===== src/trsf_pkg.sv =====
`default_nettype none

package trsf_pkg;

  localparam int ByteW      = 8;
  localparam int ValueW     = 16;
  localparam int FrameBytes = 6;
  localparam int CountW     = $clog2(FrameBytes + 1);
  localparam int IdxW       = $clog2(FrameBytes);
  localparam int CfgIdxW    = 1;

  localparam logic [ByteW-1:0] EscFlag  = 8'h5e;
  localparam logic [ByteW-1:0] EscMark  = 8'h5d;
  localparam logic [ByteW-1:0] EscFlagX = 8'h3e;
  localparam logic [ByteW-1:0] EscMarkX = 8'h3d;
  localparam logic [ByteW-1:0] CfgReset = EscFlag;

  localparam logic OpData = 1'b0;
  localparam logic OpTail = 1'b1;

  localparam logic [CfgIdxW-1:0] RegHeader = 1'd0;
  localparam logic [CfgIdxW-1:0] RegTail   = 1'd1;

  typedef struct packed {
    logic [ByteW-1:0] header;
    logic [ByteW-1:0] tail;
  } cfg_regs_t;

  typedef struct packed {
    logic [FrameBytes-1:0][ByteW-1:0] bytes;
    logic [CountW-1:0]                count;
  } frame_t;

  // Returns {escaped, byte}: the byte that follows the escape mark, or the
  // byte itself when no escape is needed.
  function automatic logic [ByteW:0] stuff_byte(input logic [ByteW-1:0] b);
    logic [ByteW:0] r;
    if (b == EscFlag) begin
      r = {1'b1, EscFlagX};
    end else if (b == EscMark) begin
      r = {1'b1, EscMarkX};
    end else begin
      r = {1'b0, b};
    end
    return r;
  endfunction

  function automatic frame_t build_frame(input logic             opcode,
                                         input logic [ByteW-1:0]  id,
                                         input logic [ValueW-1:0] value,
                                         input cfg_regs_t         cfg);
    frame_t           f;
    logic [ByteW:0]   lo_s;
    logic [ByteW:0]   hi_s;
    logic             lo_esc;
    logic             hi_esc;
    logic [ByteW-1:0] hi_first;
    f        = '0;
    lo_s     = stuff_byte(value[ByteW-1:0]);
    hi_s     = stuff_byte(value[ValueW-1:ByteW]);
    lo_esc   = lo_s[ByteW];
    hi_esc   = hi_s[ByteW];
    hi_first = hi_esc ? EscMark : hi_s[ByteW-1:0];
    if (opcode == OpTail) begin
      f.bytes[0] = cfg.tail;
      f.count    = CountW'(1);
    end else begin
      f.bytes[0] = cfg.header;
      f.bytes[1] = id;
      f.bytes[2] = lo_esc ? EscMark : lo_s[ByteW-1:0];
      f.bytes[3] = lo_esc ? lo_s[ByteW-1:0] : hi_first;
      f.bytes[4] = lo_esc ? hi_first : hi_s[ByteW-1:0];
      f.bytes[5] = hi_s[ByteW-1:0];
      f.count    = CountW'(4) + CountW'(lo_esc) + CountW'(hi_esc);
    end
    return f;
  endfunction

endpackage

`default_nettype wire


===== src/trsf_if.sv =====
`default_nettype none

interface trsf_rec_if;
  logic                            valid;
  logic                            ready;
  logic                            opcode;
  logic [trsf_pkg::ByteW-1:0]      record_id;
  logic [trsf_pkg::ValueW-1:0]     record_value;

  modport source (output valid, opcode, record_id, record_value, input ready);
  modport sink   (input valid, opcode, record_id, record_value, output ready);
endinterface

interface trsf_byte_if;
  logic                       valid;
  logic                       ready;
  logic [trsf_pkg::ByteW-1:0] out_byte;
  logic                       last_byte;

  modport source (output valid, out_byte, last_byte, input ready);
  modport sink   (input valid, out_byte, last_byte, output ready);
endinterface

interface trsf_cfg_if;
  logic                         valid;
  logic                         ready;
  logic [trsf_pkg::CfgIdxW-1:0] index;
  logic [trsf_pkg::ByteW-1:0]   data;

  modport source (output valid, index, data, input ready);
  modport sink   (input valid, index, data, output ready);
endinterface

`default_nettype wire


===== src/trsf_cfg.sv =====
`default_nettype none

module trsf_cfg (
  input  wire logic          clk,
  input  wire logic          rst,
  trsf_cfg_if.sink           cfg,
  output trsf_pkg::cfg_regs_t regs
);

  trsf_pkg::cfg_regs_t regs_next;

  assign cfg.ready = 1'b1;

  always_comb begin
    regs_next = regs;
    if (cfg.valid) begin
      case (cfg.index)
        trsf_pkg::RegHeader: regs_next.header = cfg.data;
        trsf_pkg::RegTail:   regs_next.tail   = cfg.data;
        default:             regs_next        = regs;
      endcase
    end
  end

  always_ff @(posedge clk) begin
    if (rst) begin
      regs.header <= trsf_pkg::CfgReset;
      regs.tail   <= trsf_pkg::CfgReset;
    end else begin
      regs <= regs_next;
    end
  end

endmodule

`default_nettype wire


===== src/trsf_expand.sv =====
`default_nettype none

module trsf_expand (
  input  wire logic                 clk,
  input  wire logic                 rst,
  trsf_rec_if.sink                  rec_in,
  input  wire trsf_pkg::cfg_regs_t  regs,
  output trsf_pkg::frame_t          frame,
  output logic                      frame_valid,
  input  wire logic                 frame_take
);

  logic accept;

  assign rec_in.ready = !frame_valid || frame_take;
  assign accept       = rec_in.valid && rec_in.ready;

  always_ff @(posedge clk) begin
    if (rst) begin
      frame_valid <= 1'b0;
    end else if (accept) begin
      frame_valid <= 1'b1;
    end else if (frame_take) begin
      frame_valid <= 1'b0;
    end
  end

  always_ff @(posedge clk) begin
    if (accept) begin
      frame <= trsf_pkg::build_frame(rec_in.opcode, rec_in.record_id,
                                     rec_in.record_value, regs);
    end
  end

  // A held frame is either a single tail byte or a record of four to six bytes.
  assert property (@(posedge clk) disable iff (rst)
    frame_valid |-> (frame.count == trsf_pkg::CountW'(1) ||
                     frame.count == trsf_pkg::CountW'(4) ||
                     frame.count == trsf_pkg::CountW'(5) ||
                     frame.count == trsf_pkg::CountW'(6)))
    else $error("held frame has an impossible byte count");

endmodule

`default_nettype wire


===== src/trsf_emit.sv =====
`default_nettype none

module trsf_emit (
  input  wire logic              clk,
  input  wire logic              rst,
  input  wire trsf_pkg::frame_t  frame,
  input  wire logic              frame_valid,
  output logic                   frame_take,
  trsf_byte_if.source            byte_out
);

  logic [trsf_pkg::IdxW-1:0] idx;
  logic                      out_free;
  logic                      emit;
  logic                      is_last;

  assign out_free   = !byte_out.valid || byte_out.ready;
  assign emit       = frame_valid && out_free;
  assign is_last    = trsf_pkg::CountW'(idx) == frame.count - trsf_pkg::CountW'(1);
  assign frame_take = emit && is_last;

  always_ff @(posedge clk) begin
    if (rst) begin
      idx            <= '0;
      byte_out.valid <= 1'b0;
    end else begin
      if (emit) begin
        idx            <= is_last ? '0 : idx + trsf_pkg::IdxW'(1);
        byte_out.valid <= 1'b1;
      end else if (byte_out.ready) begin
        byte_out.valid <= 1'b0;
      end
    end
  end

  always_ff @(posedge clk) begin
    if (emit) begin
      byte_out.out_byte  <= frame.bytes[idx];
      byte_out.last_byte <= is_last;
    end
  end

  assert property (@(posedge clk) disable iff (rst)
    frame_valid |-> trsf_pkg::CountW'(idx) < frame.count)
    else $error("byte index ran past the end of the frame");

  assert property (@(posedge clk) disable iff (rst)
    frame_take |=> idx == '0)
    else $error("byte index not rewound after the last byte");

  assert property (@(posedge clk) disable iff (rst)
    idx != '0 |-> frame_valid)
    else $error("byte index moved with no frame held");

endmodule

`default_nettype wire


===== src/telemetry_record_stuffing_framer.sv =====
// Record framer with byte stuffing for a serial telemetry line.
// rec_in carries one transaction per item: opcode 0 is a data record
// (record_id, record_value), opcode 1 is a frame tail. byte_out gives one
// byte per transaction: a record yields the header byte, the id byte, and
// the low then high value bytes, each value byte stuffed (0x5e and 0x5d are
// sent as 0x5d followed by 0x3e or 0x3d); a tail yields the tail byte.
// last_byte is set on the final byte of each item.
// cfg writes register 0 (header byte) or 1 (tail byte); it is always ready
// and should be written only while the block is idle.
// The first byte of an item passes through the frame register and then the
// output register after its transaction on rec_in. An item has one byte
// for a tail and four to six for a record; a new item is taken in the
// cycle its predecessor's last byte moves to the output register.
// On a byte_out stall the output register holds its byte, the frame register
// the rest; rec_in.ready is low while a frame is held and not being taken.
// Reset (rst, synchronous) empties both registers and sets both
// configuration bytes to 0x5e.
`default_nettype none

module telemetry_record_stuffing_framer (
  input  wire logic   clk,
  input  wire logic   rst,
  trsf_rec_if.sink    rec_in,
  trsf_byte_if.source byte_out,
  trsf_cfg_if.sink    cfg
);

  trsf_pkg::cfg_regs_t regs;
  trsf_pkg::frame_t    frame;
  logic                frame_valid;
  logic                frame_take;

  trsf_cfg u_cfg (
    .clk  (clk),
    .rst  (rst),
    .cfg  (cfg),
    .regs (regs)
  );

  trsf_expand u_expand (
    .clk         (clk),
    .rst         (rst),
    .rec_in      (rec_in),
    .regs        (regs),
    .frame       (frame),
    .frame_valid (frame_valid),
    .frame_take  (frame_take)
  );

  trsf_emit u_emit (
    .clk         (clk),
    .rst         (rst),
    .frame       (frame),
    .frame_valid (frame_valid),
    .frame_take  (frame_take),
    .byte_out    (byte_out)
  );

endmodule

`default_nettype wire

===== src/flat_wrapper.sv =====
// flat-port wrapper written by rule: the top's interface ports become plain ports
module telemetry_record_stuffing_framer_flat 
  (clk, rst, rec_in_valid, rec_in_opcode, rec_in_record_id, rec_in_record_value, rec_in_ready, byte_out_valid, byte_out_out_byte, byte_out_last_byte, byte_out_ready, cfg_valid, cfg_index, cfg_data, cfg_ready);
  trsf_rec_if rec_in_i ();
  trsf_byte_if byte_out_i ();
  trsf_cfg_if cfg_i ();
  input  wire logic clk;
  input  wire logic rst;
  input wire logic [$bits(rec_in_i.valid)-1:0] rec_in_valid;
  input wire logic [$bits(rec_in_i.opcode)-1:0] rec_in_opcode;
  input wire logic [$bits(rec_in_i.record_id)-1:0] rec_in_record_id;
  input wire logic [$bits(rec_in_i.record_value)-1:0] rec_in_record_value;
  output wire logic [$bits(rec_in_i.ready)-1:0] rec_in_ready;
  output wire logic [$bits(byte_out_i.valid)-1:0] byte_out_valid;
  output wire logic [$bits(byte_out_i.out_byte)-1:0] byte_out_out_byte;
  output wire logic [$bits(byte_out_i.last_byte)-1:0] byte_out_last_byte;
  input wire logic [$bits(byte_out_i.ready)-1:0] byte_out_ready;
  input wire logic [$bits(cfg_i.valid)-1:0] cfg_valid;
  input wire logic [$bits(cfg_i.index)-1:0] cfg_index;
  input wire logic [$bits(cfg_i.data)-1:0] cfg_data;
  output wire logic [$bits(cfg_i.ready)-1:0] cfg_ready;
  assign rec_in_i.valid = rec_in_valid;
  assign rec_in_i.opcode = rec_in_opcode;
  assign rec_in_i.record_id = rec_in_record_id;
  assign rec_in_i.record_value = rec_in_record_value;
  assign rec_in_ready = rec_in_i.ready;
  assign byte_out_valid = byte_out_i.valid;
  assign byte_out_out_byte = byte_out_i.out_byte;
  assign byte_out_last_byte = byte_out_i.last_byte;
  assign byte_out_i.ready = byte_out_ready;
  assign cfg_i.valid = cfg_valid;
  assign cfg_i.index = cfg_index;
  assign cfg_i.data = cfg_data;
  assign cfg_ready = cfg_i.ready;
  telemetry_record_stuffing_framer u_core (.clk(clk), .rst(rst), .rec_in(rec_in_i), .byte_out(byte_out_i), .cfg(cfg_i));
endmodule

===== config.mk =====
export PLATFORM = sky130hd
export DESIGN_NAME = telemetry_record_stuffing_framer_flat
export DESIGN_NICKNAME = d
export VERILOG_FILES = /design/src/trsf_pkg.sv /design/src/trsf_if.sv /design/src/trsf_cfg.sv /design/src/trsf_expand.sv /design/src/trsf_emit.sv /design/src/telemetry_record_stuffing_framer.sv /design/src/flat_wrapper.sv
export SDC_FILE = /design/constraint.sdc
export NUM_CORES = 1
export LEC_CHECK = 0
export ABC_AREA = 1
export BUFFER_PORTS_ARGS = -buffer_cell sky130_fd_sc_hd__buf_2
export CORE_UTILIZATION = 57
export CTS_CLUSTER_DIAMETER = 100
export DETAILED_ROUTE_END_ITERATION = 10
export PLACE_DENSITY = 0.79
export SLEW_MARGIN = 20
export SYNTH_ARGS = -nofsm -noshare
export SYNTH_HDL_FRONTEND = slang
export SYNTH_SLANG_ARGS = --single-unit

===== constraint.sdc =====
create_clock -name clk -period 4.85 [get_ports clk]
set_input_delay 0.485 -clock clk [delete_from_list [all_inputs] [get_ports clk]]
set_output_delay 0.485 -clock clk [all_outputs]
set_load 0.01 [all_outputs]

Word-level counts from Yosys, hierarchy flattened

Index checks and enable logic that the tools add are counted.

Bits in registers: 81
Input port bits: 39
Output and inout port bits: 12

$add $sub $neg: 4
Magnitude comparators: 1
Equality and inequality tests: 5
Multiplexer cells: 18
Bitwise gates (word level): 1
Reductions and logical operators: 12

Operator list:

| operator            | number |
|---|---|
| $mux 9              | 6 |
| $eq 8x7->1 const B  | 4 |
| $mux 8              | 4 |
| $bmux 8 s3          | 1 |
| $mux 11             | 1 |
| $mux 7              | 1 |
| $lt 3x4->1 const B  | 1 |
| $mux 1              | 4 |
| $reduce_and 2->1    | 2 |
| $reduce_bool 2->1   | 2 |
| $add 3x1->3         | 1 |
| $add 3x1->3 const A | 1 |
| $add 3x1->3 const B | 1 |
| $eq 3x3->1          | 1 |
| $logic_and 1x1->1   | 3 |
| $mux 3              | 1 |
| $sub 3x1->3 const B | 1 |
| $logic_not 1->1     | 2 |
| $logic_or 1x1->1    | 2 |
| $reduce_or 2->1     | 1 |
| $not 1->1           | 1 |

Depth between registers and ports, before layout

Gate-level depths: netlist of run 1.

Word-level depth: 10
Gate-level depth with buffers: 10

By module

Synthesis of run 1 repeated with hierarchy kept, for this count alone.

Cell total of the unflattened synthesis: 409
Area, all modules: 3,799.9 um2

By module, submodules not included:

| module      | instances | cells an instance | area each (um2) | seq. area each (um2) |
|---|---|---|---|---|
| trsf_expand | 1         | 188               | 2,164.6         | 1,551.5 |
| trsf_emit   | 1         | 140               | 1,003.5         | 350.3 |
| trsf_cfg    | 1         | 81                | 631.9           | 320.3 |

Least setup slack after synthesis of run 1

OpenSTA, ideal clock, no wires.

Kind: reg-to-reg
From: register u_core.u_expand.frame[0] (netlist name)
To: register u_core.u_expand.frame[0] (netlist name)
Setup time: 476 ps
Arrival: 3,479 ps
Path slack: 894 ps
Cell stages (with the launch flop): 8
Path buffers: 0
Clock period less this slack: 3,956 ps
Path through: edfxtp_1 inv_1 ha_1 nand2_1 nand2_1 nor2_2 nand3_2 a21oi_1

Longest elaborated chain between the ends: 5

Ends and longest elaborated chain:

| item                       | RTL line          | text |
|---|---|---|
| $sub 3x1->3                | trsf_emit.sv:19   | `assign is_last = trsf_pkg::CountW'(idx) == frame.count - trsf_pkg::CountW'(1);` |
| $eq 3x3->1                 | trsf_emit.sv:19   |  |
| $logic_and 1x1->1          | trsf_emit.sv:20   | `assign frame_take = emit && is_last;` |
| $logic_or 1x1->1           | trsf_expand.sv:15 | `assign rec_in.ready = !frame_valid \|\| frame_take;` |
| $logic_and 1x1->1          | trsf_expand.sv:16 | `assign accept = rec_in.valid && rec_in.ready;` |
| net u_core.u_expand.accept | trsf_expand.sv:13 | `logic accept;` |

The timed path passes the listed nets, and every way through them passes these cells.
A chain may end at the register's enable or synchronous reset.

Worst setup path in the final report of run 1

From: register u_core.u_emit.idx[0] (netlist name)
To: register u_core.u_expand.frame[14] (netlist name)

Longest elaborated chain between the ends: 4

Ends and longest elaborated chain:

| item                       | RTL line          | text |
|---|---|---|
| start: declaration         | trsf_emit.sv:12   | `logic [trsf_pkg::IdxW-1:0] idx;` |
| start signal: assignment   | trsf_emit.sv:28   | `idx <= is_last ? '0 : idx + trsf_pkg::IdxW'(1);` |
| $eq 3x3->1                 | trsf_emit.sv:19   |  |
| $logic_and 1x1->1          | trsf_emit.sv:20   |  |
| $logic_or 1x1->1           | trsf_expand.sv:15 |  |
| $logic_and 1x1->1          | trsf_expand.sv:16 |  |
| net u_core.u_expand.accept | trsf_expand.sv:13 |  |

The timed path passes the listed nets, and every way through them passes these cells.

==> metrics list, run 1 <==
- Largest net degree at the start of global routing: 43
* Post-layout minimum cycle time: 3100 ps
- Hold Path Origin: rst
- Setup violation total in the final timing report: 0
* Worst min-delay path endpoint: u_core.u_expand.frame_valid$_SDFFE_PP0P_
- Buffers placed on the I/O ports in this run total 49.
- between 50 and 60 I/O pins were placed.
- The worst register-to-register path has a depth of 7.
* DIE AREA: 6680 um2
- Synthesis handed over a netlist of 385 instances.
* Maximum capacitance violations: 0
- Number of vias after detailed routing: about 2700
* Cell count of the worst hold path: 2
* CTS tree: built
* Aggregate routed wire length: 7.18 mm
- Number of buffers inserted during clock tree synthesis: 9
- Counting tap cells, the placed design contains a total of 495 instances.
- Post-synthesis area per instance: 9.41 um2
- Initial core utilization: between 60% and 70%
- Hold WC Path Type: primary input to flip-flop
* Part of the Yosys area used for sequential elements: 61.4%
- Along the worst path, the maximum fanout reaches 28.
- Adding up every negative setup slack in the final design gives 0 ps.
* Category of the worst setup path launch point: flip-flop
- Kind of end point of the critical path: flip-flop
- Antenna-violating nets left: 0
- Worst clock skew: 4.38 ps
- Post-Layout Cell Count: 511
- Worst Path Arrival: 3130 ps
* Hold Vio Cnt, Final: 0
- The floorplan step set the die width to a little over 80 um.
* Net count of the finished layout: 473
* Antenna diode count: 0
- The Yosys step of the flow raised 0 warnings.
- Outcome: completed
- Overall Global Routing Usage: 24.1%
* Number of remaining DRC errors: 0
* Via count of the first global-routing pass: 2469
- Headroom to the max-slew limit came out at 40.1%.
- Counting every net in the synthesized netlist gives roughly 430.
* Slew @ Worst Pin: 897 ps
- Leakage power: 1.81 nW
- IR analysis of the VDD net gives a maximum drop of about 220 uV.
- After synthesis, the largest family of logic cells by area is simple AND/OR/NAND/NOR gates.
- Setup repair after global routing left no endpoint under its margin.
- Once detailed placement completed, the half-perimeter wirelength came to roughly 5.1 mm.
- From bottom edge to top edge, the die measures about 82 um.
- The H-tree was split into 3 levels.
- At the worst endpoint, the required time is 4880 ps.
- Post-Synth Adder-Cell Area: approximately 1.0%
- CTS-repair resized insts: 0
* Iter 0 DRT Violations: 252
* Netlist Area Pre-Place: 3620 um2
- Summing the areas of all xor and xnor instances in the mapped netlist gives 0.242% of the synthesized area.
* Crit Reg-Reg Endpoint: u_core.u_expand.frame[14]$_SDFFCE_PP0P_
- For this run, the detailed router's first-pass iteration total came to 5.
- Routability-driven placement finished with a final weighted congestion of 0.829.
* Number of distinct library cells after synthesis: 33
- The clock passes through at most 2 buffers.
- In this run the power density over the cells is roughly 350 nW/um2.
* Setup repair bufs after CTS: 0
- Area grow syn2layout: 11.7%
- Remaining Overflow, GRT: 0
- Filler Cell Count: 477
- The critical path in this run is classified as flip-flop to flip-flop.
- Summing the areas of all and, or, nand and nor instances in the mapped netlist gives 20.0% of the synthesized area.
- Clock-pin slew was measured on the worst setup and hold paths at 80 ps.
- In this run the core area contains 28 standard-cell rows.
* Fraction of the mapped netlist area in compound gates: under 10%
* Fmax achieved: 322 MHz
* Wire per inst: 14.0 um
- Root buffer selected by CTS: sky130_fd_sc_hd__clkbuf_8
* Clock network latency to the later pin of the worst-skew pair: 350 ps
* Final cycle utilization of the critical path: between 60% and 70%
- In this run the standard cell core region covers 6030 um2.
* Share of post-route cells with drive strength above 1: 18.8%
* Source of the worst register-to-register timing path: u_core.u_emit.idx[0]$_SDFFE_PP0P_
- The max-slew violation total from the final report came to 0.
* Post-detailed-route via-to-cell ratio: 5.30
* Multiplexer fraction of the synthesized cell area: 0%
* Number of sinks handled by clock tree synthesis: 81
- Hold buffer count at cts: 0
* Flops & latches, synth: 81
- The initial antenna violation count is 0.
- Across all register-to-register paths, the minimum setup slack is 1750 ps.
- The first global-routing pass estimated 11.6 mm of wire.
-- cell usage in the layout, fill, tap and decap left out, types with 2 or more instances in the layout --
cell and instances:
sky130_fd_sc_hd__a21oi_1 5, sky130_fd_sc_hd__a21oi_2 2, sky130_fd_sc_hd__a21oi_4 2, sky130_fd_sc_hd__and2_1 2, sky130_fd_sc_hd__buf_2 49, sky130_fd_sc_hd__clkbuf_8 9, sky130_fd_sc_hd__clkinv_2 4, sky130_fd_sc_hd__dfxtp_1 21
sky130_fd_sc_hd__edfxtp_1 60, sky130_fd_sc_hd__ha_1 3, sky130_fd_sc_hd__inv_1 41, sky130_fd_sc_hd__inv_2 2, sky130_fd_sc_hd__nand2_1 82, sky130_fd_sc_hd__nand2_2 2, sky130_fd_sc_hd__nand3_1 11, sky130_fd_sc_hd__nand3_2 2
sky130_fd_sc_hd__nor2_1 65, sky130_fd_sc_hd__nor2_2 3, sky130_fd_sc_hd__nor3_1 3, sky130_fd_sc_hd__nor3_2 2, sky130_fd_sc_hd__o21ai_0 38, sky130_fd_sc_hd__o21ai_1 7, sky130_fd_sc_hd__o22ai_1 9
-- per-stage QoR --
step	setup slack (ps)	total power, W	utilization [%]	hold WS [ps]	area (um2)
after floorplan	894	0.000945	-	429	3620
after global placement	1890	0.000992	64.4	439	3880
after detailed placement	1780	0.00100	64.4	449	3880
after CTS	1770	0.00141	67.1	307	4040
after global routing	1460	0.00147	67.1	313	4040
final	1750	0.00140	67.1	317	4040
-- flip-flops by register name, summed over array words and instances, names as in the netlist --
signal and cells:
u_core.u_emit.byte_out.valid 1, u_core.u_expand.frame_valid 1, u_core.u_expand.frame 51, u_core.u_cfg.regs 16, u_core.u_emit.idx 3, u_core.u_emit.byte_out.last_byte 1, u_core.u_emit.byte_out.out_byte 8
-- how the worst max path moves through the flow --
| stage | cells past startpoint | endpoint | from |
|---|---|---|---|
| after floorplan | 7 | u_core.u_expand.frame[0]$_SDFFCE_PP1P_ | u_core.u_expand.frame[0]$_SDFFCE_PP1P_ |
| after global placement | 7 | u_core.u_expand.frame[12]$_SDFFCE_PP0P_ | u_core.u_emit.idx[0]$_SDFFE_PP0P_ |
| after detailed placement | 7 | u_core.u_expand.frame[21]$_SDFFCE_PP0P_ | u_core.u_emit.idx[0]$_SDFFE_PP0P_ |
| after CTS | 7 | u_core.u_expand.frame[14]$_SDFFCE_PP0P_ | u_core.u_emit.idx[0]$_SDFFE_PP0P_ |
| after global routing | 7 | u_core.u_expand.frame[14]$_SDFFCE_PP0P_ | u_core.u_emit.idx[0]$_SDFFE_PP0P_ |
| final | 7 | u_core.u_expand.frame[14]$_SDFFCE_PP0P_ | u_core.u_emit.idx[0]$_SDFFE_PP0P_ |
-- cell usage after synthesis, drive strengths merged --
master	instances	area share, %
edfxtp	60	50
buf	13	2.5
o22ai	9	1.6
nand4	1	0.17
nor3b	1	0.21
and2	2	0.35
clkinv	1	0.14
conb	1	0.10
nand2	84	8.8
inv	44	4.6
or2	1	0.17
nor3	5	0.97
nor2	68	7.3
a21oi	9	1.8
a21boi	1	0.21
o21ai	45	6.2
xor2	1	0.24
nand3	13	2.1
ha	3	1.0
dfxtp	21	12
clkbuf	2	0.21
-- power by group --
group / internal (W) / total [W] / switching (W)
Sequential: 0.000801 / 0.000826 / 0.0000250
Combinational: 0.0000561 / 0.000160 / 0.000104
Clock: 0.000182 / 0.000416 / 0.000234
Total: 0.00104 / 0.00140 / 0.000362
-- critical path, cell delays in order, from the launching register on --
cell	delay, ps
sky130_fd_sc_hd__dfxtp_1	900
sky130_fd_sc_hd__inv_4	240
sky130_fd_sc_hd__nand2_1	120
sky130_fd_sc_hd__nand2_1	60
sky130_fd_sc_hd__nor2_2	130
sky130_fd_sc_hd__nand3_2	130
sky130_fd_sc_hd__a21oi_4	740
sky130_fd_sc_hd__buf_4	440
-- metal layers --
| metal | global-route usage (%) | wire length [um] | up-vias |
|---|---|---|---|
| met4 | 9.12 | 115 | 0 |
| li1 | - | - | 1352 |
| met1 | 31.4 | 3140 | 1255 |
| met5 | 0 | 0 | - |
| met2 | 39.0 | 3530 | 91 |
| met3 | 6.11 | 383 | 11 |
-- cell type report --
cell class              instances  area, um2  share of cell area, %
inverters                      45        173                   4.27
repair buffers                 50        253                   6.25
well taps                      75       93.8                   2.32
clock buffers                  10        128                   3.16
flip-flops and latches         81       2220                   55.0
multi-input cells             244       1140                   28.2
clock inverters                 6       35.0                  0.866
-- cell families after synthesis --
logic type                 after synthesis
DFF                                     81
xor gates and xnor gates                 1
other                                    1
buffers and inverters                   60
AOI/OAI and AO/OA                       64
adders and majority gates                3
and+or+nand+nor                        175
Note: power is estimated with default switching activity, not from simulation.
==> run 2, diff against run 1 <==
ABC_AREA = 0   (was 1)
clock period = 2.9 ns   (was 4.85 ns; I/O delays follow)
==> metrics list, run 2 <==
* Outcome: completed
- Number of sinks handled by clock tree synthesis: 81 (unchanged)
* Share of post-route cells with drive strength above 1: 26.8% (+8.0 points)
- The area after detailed placement came to 3920 um2 (+1.0%).
* Register name with the most flops: u_core.u_expand.frame
- Ys flop type: sky130_fd_sc_hd__edfxtp_1
- Source of the worst register-to-register timing path: u_core.u_expand.frame[0]$_SDFFCE_PP1P_
- Most common library cells after synthesis: sky130_fd_sc_hd__edfxtp_1 (60), sky130_fd_sc_hd__nor2b_1 (30), sky130_fd_sc_hd__dfxtp_1 (21)
* Category of the worst setup path launch point: flip-flop
* CTS tree: built
- Clk pwr share: 31.5% (+1.8 points)
* Clock Pin Slew Worst Setup and Hold Paths: 80 ps (about the same)
* Largest net degree at the start of global routing: 37 (-14%)
- The area of the die is 6660 um2 (-0.28%).
- Headroom to the max-slew limit: 55.4% (+15 points)
- Crit Reg-Reg Endpoint: u_core.u_expand.frame[17]$_SDFFCE_PP0P_
- Worst hold slack across all endpoints: 163 ps (-154 ps)
- Setup repair bufs after CTS: 0 (unchanged)
- Cell with the most instances after synthesis: sky130_fd_sc_hd__edfxtp_1
- Number of buffers inserted during clock tree synthesis: 9 (unchanged)
- Post-detailed-route via-to-cell ratio: 5.48 (+3.3%)
* Critical path, cell by cell: inv_1 > ha_1 > xor2_1 > nand3_1 > o21ai_1 > and2_2 > buf_12
- The depth of the CTS H-tree is 3 (unchanged).
* Ranking of synthesized cells by area: sky130_fd_sc_hd__edfxtp_1 (50%), sky130_fd_sc_hd__dfxtp_1 (12%), sky130_fd_sc_hd__nor2b_1 (5.2%)
- Clock network latency to the later pin of the worst-skew pair: 340 ps (about the same)
* Netlist Area Pre-Place: 3610 um2 (-0.28%)
- Net switching share of the total power: 22.6% (-3.2 points)
* Pint: 0.00186 W (+79%)
* DIE WIDTH: 81.6 um (-0.14%)
* First-pass GRT wire length: 10.3 mm (-12%)
- The final-report setup violation count was 0 (unchanged).
* Post-synthesis area per instance: 13.2 um2 (+40%)
- The tree is rooted in a sky130_fd_sc_hd__clkbuf_8.
* Fmax achieved: 441 MHz (+37%)
- Filler Cell Count: 461 (-3.4%)
* Part of the Yosys area used for sequential elements: 61.5% (+0.17 points)
- Iter 0 DRT Violations: 140 (-44%)
- Among all stages on the critical path, the largest delay is contributed by sky130_fd_sc_hd__and2_2.
- The worst vdd rail ir drop was 421 uV (+89%).
- The die span in y is 81.6 um (-0.14%).
- Deepest clock path buffer count: 2 (unchanged)
- The most critical setup path has its endpoint at u_core.u_expand.frame[17]$_SDFFCE_PP0P_.
- The number of core rows was 28 (unchanged).
- Worst setup path startpoint: u_core.u_expand.frame[0]$_SDFFCE_PP1P_
- Critical Path Fanout Max: 32 (+14%)
- The number of flip-flops in the largest register came to 51 (unchanged).
- Final cycle utilization of the critical path: 78.2% (+14 points)
- The data required time of the worst path is 2930 ps (-1950 ps).
* Number of synthesized flops with an enable pin: 60 (unchanged)
- Hold Vio Cnt, Final: 0 (unchanged)
- The worst setup path is captured at a flip-flop.
- Most frequent cells in the layout: sky130_fd_sc_hd__edfxtp_1 (60), sky130_fd_sc_hd__buf_2 (49), sky130_fd_sc_hd__nor2b_1 (30)
- The footprint of the multi-input gates is 1240 um2 (+8.6%).
* Total area of sequential cells: 2220 um2 (unchanged)
- Slew @ Worst Pin: 668 ps (-228 ps)
* Mapped Nets: 316 (-26%)
- The count of pins on the block boundary came to 51 (unchanged).
- The fraction of post-synthesis cell area in the top cell type by area came to 49.9% (+0.14 points).
- The count of instances resized after the clock tree is built was 0 (unchanged).
* Worst clock skew: 7.09 ps (+2.71 ps)
- The worst hold path belongs to the class primary input to flip-flop.
- The largest registers in the layout are u_core.u_expand.frame x51, u_core.u_cfg.regs x16, u_core.u_emit.byte_out.out_byte x8.
- The switching power of the nets is 0.000545 W (+50%).
* Maximum cell stage delay along the critical path: 500 ps (-400 ps)
* Setup TNS Final: 0 ps (unchanged)
- Logic depth of the worst register-to-register path: 7 (unchanged)
- The flip-flop and latch count after synthesis is 81 (unchanged).
- The number of warnings printed during yosys synthesis is 0 (unchanged).
- Unrepaired setup endpoints after global routing: false
- The placed wire-length estimate after detailed placement came to 4.56 mm (-10%).
* Part of the power in registers: 56.4% (-2.5 points)
- The count of unresolved DRC violations after routing was 0 (unchanged).
- Post-synthesis instance total: 274 (-29%)
- Initial core utilization: 59.9% (-0.17 points)
- The final standard cell area without fillers came to 4100 um2 (+1.4%).
- The average wire length per cell after detail routing is 16.0 um (+14%).
- The number of nets with antenna violations after routing is 0 (unchanged).
- The distinct cell type count after synthesis is 39 (+18%).
- The routability congestion estimate from global placement came to 0.782 (-5.6%).
* Number of buffers inserted by port buffering: 49 (unchanged)
* Power density normalized to cell area: 587 nW/um2 (+69%)
* Overall Global Routing Usage: 21.9% (-2.2 points)
* Hold buffer count at cts: 0 (unchanged)
- The library cell used most frequently in the layout, excluding fill and tap cells, is sky130_fd_sc_hd__edfxtp_1.
* Core area: 6030 um2 (unchanged)
* Worst Path Arrival: 2300 ps (-830 ps)
* Maximum capacitance violations: 0 (unchanged)
* First-pass detailed-route iteration total: 4 (-1)
- The total via count in the routed design is 2208 (-18%).
- The max-slew violation total from the final report is 0 (unchanged).
* Leakage power: 1.62 nW (-11%)
- Via count of the first global-routing pass: 2098 (-15%)
* Setup CP Type: flip-flop to flip-flop
- Remaining Overflow, GRT: 0 (unchanged)
- The final-stage net count came to 365 (-23%).
* Share of async-settable or async-resettable flops after synthesis: 0% (unchanged)
- The count of inserted antenna diode cells was 0 (unchanged).
- sky130_fd_sc_hd__edfxtp_1 takes more of the synthesized area than any other cell.
* Area grow syn2layout: 13.5%
* Number of antenna violations at the first check in global routing: 0 (unchanged)
- The reg2reg setup slack was 630 ps (-1120 ps).
- The shortest clock period the worst path allows after layout came to 2270 ps (-834 ps).
* Aggregate routed wire length: 6.44 mm (-10%)
- The power share of the combinational group came to 12.1% (+0.7 points).
## run 2: cell type report
| class | count | area share, % |
|---|---|---|
| clock buffer | 12 | 3.30 |
| clock inverter | 4 | 1.07 |
| inverter | 17 | 1.56 |
| multi-input combinational | 159 | 30.2 |
| sequential | 81 | 54.2 |
| tap | 75 | 2.29 |
| timing repair buffer | 55 | 7.39 |
## run 2: how the worst min path moves through the flow
| stage | slack [ps] | end | cells past startpoint | startpoint |
|---|---|---|---|---|
| 2_1_floorplan | 380 | u_core.u_cfg.regs[9]$_SDFFE_PP1P_ | 1 | rst |
| 3_3_place_gp | 440 | u_core.u_cfg.regs[2]$_SDFFE_PP1P_ | 1 | u_core.u_cfg.regs[2]$_SDFFE_PP1P_ |
| 3_5_place_dp | 440 | u_core.u_cfg.regs[0]$_SDFFE_PP0P_ | 2 | u_core.u_cfg.regs[0]$_SDFFE_PP0P_ |
| 4_1_cts | 140 | u_core.u_cfg.regs[10]$_SDFFE_PP1P_ | 2 | cfg_data[2] |
| 5_1_grt | 140 | u_core.u_cfg.regs[10]$_SDFFE_PP1P_ | 2 | cfg_data[2] |
| 6_report | 160 | u_core.u_cfg.regs[10]$_SDFFE_PP1P_ | 2 | cfg_data[2] |
## run 2: per-layer routing
layer	vias to the layer above	GRT usage, %	wire (um)
li1	1084	-	-
met1	1047	28.5	2800
met2	69	35.1	3240
met3	8	5.00	298
met4	0	10.2	99
met5	-	0	0
## run 2: kinds of logic (layout without fill, tap and decap cells)
family	count (synthesis)	count (layout)	synth area share [%]
simple gates	90	90	14.5
mux	28	28	10.8
flops	81	81	61.5
compound gates	30	30	5.72
xor+xnor	7	7	2.08
other cells	1	1	0.104
fa+ha+maj	3	3	1.04
buf+inv	34	88	4.23
## run 2: stage by stage
step / total power [W] / util (%) / cells / setup slack, ps
after floorplan: 0.00158 / - / 274 / 13.6
after global routing: 0.00252 / 68.0 / 403 / 516
final: 0.00241 / 68.0 / 403 / 632
after CTS: 0.00243 / 68.0 / 403 / 639
after global placement: 0.00167 / 65.1 / 387 / 718
after detailed placement: 0.00168 / 65.1 / 387 / 658
## run 2: critical path, delay by kind of cell (launching register included)
family / cells / cell delay, ps
xor+xnor: 1 / 130
simple gates: 2 / 620
fa+ha+maj: 1 / 300
compound gates: 1 / 210
buf+inv: 2 / 310
flops: 1 / 360
## run 2: power groups by stage
stage               clock network [W]  logic (W)  registers [W]
floorplan                           0   0.000196        0.00138
global placement                    0   0.000287        0.00138
detailed placement                  0   0.000291        0.00139
CTS                          0.000780   0.000293        0.00136
global route                 0.000831   0.000322        0.00137
finish                       0.000759   0.000290        0.00136
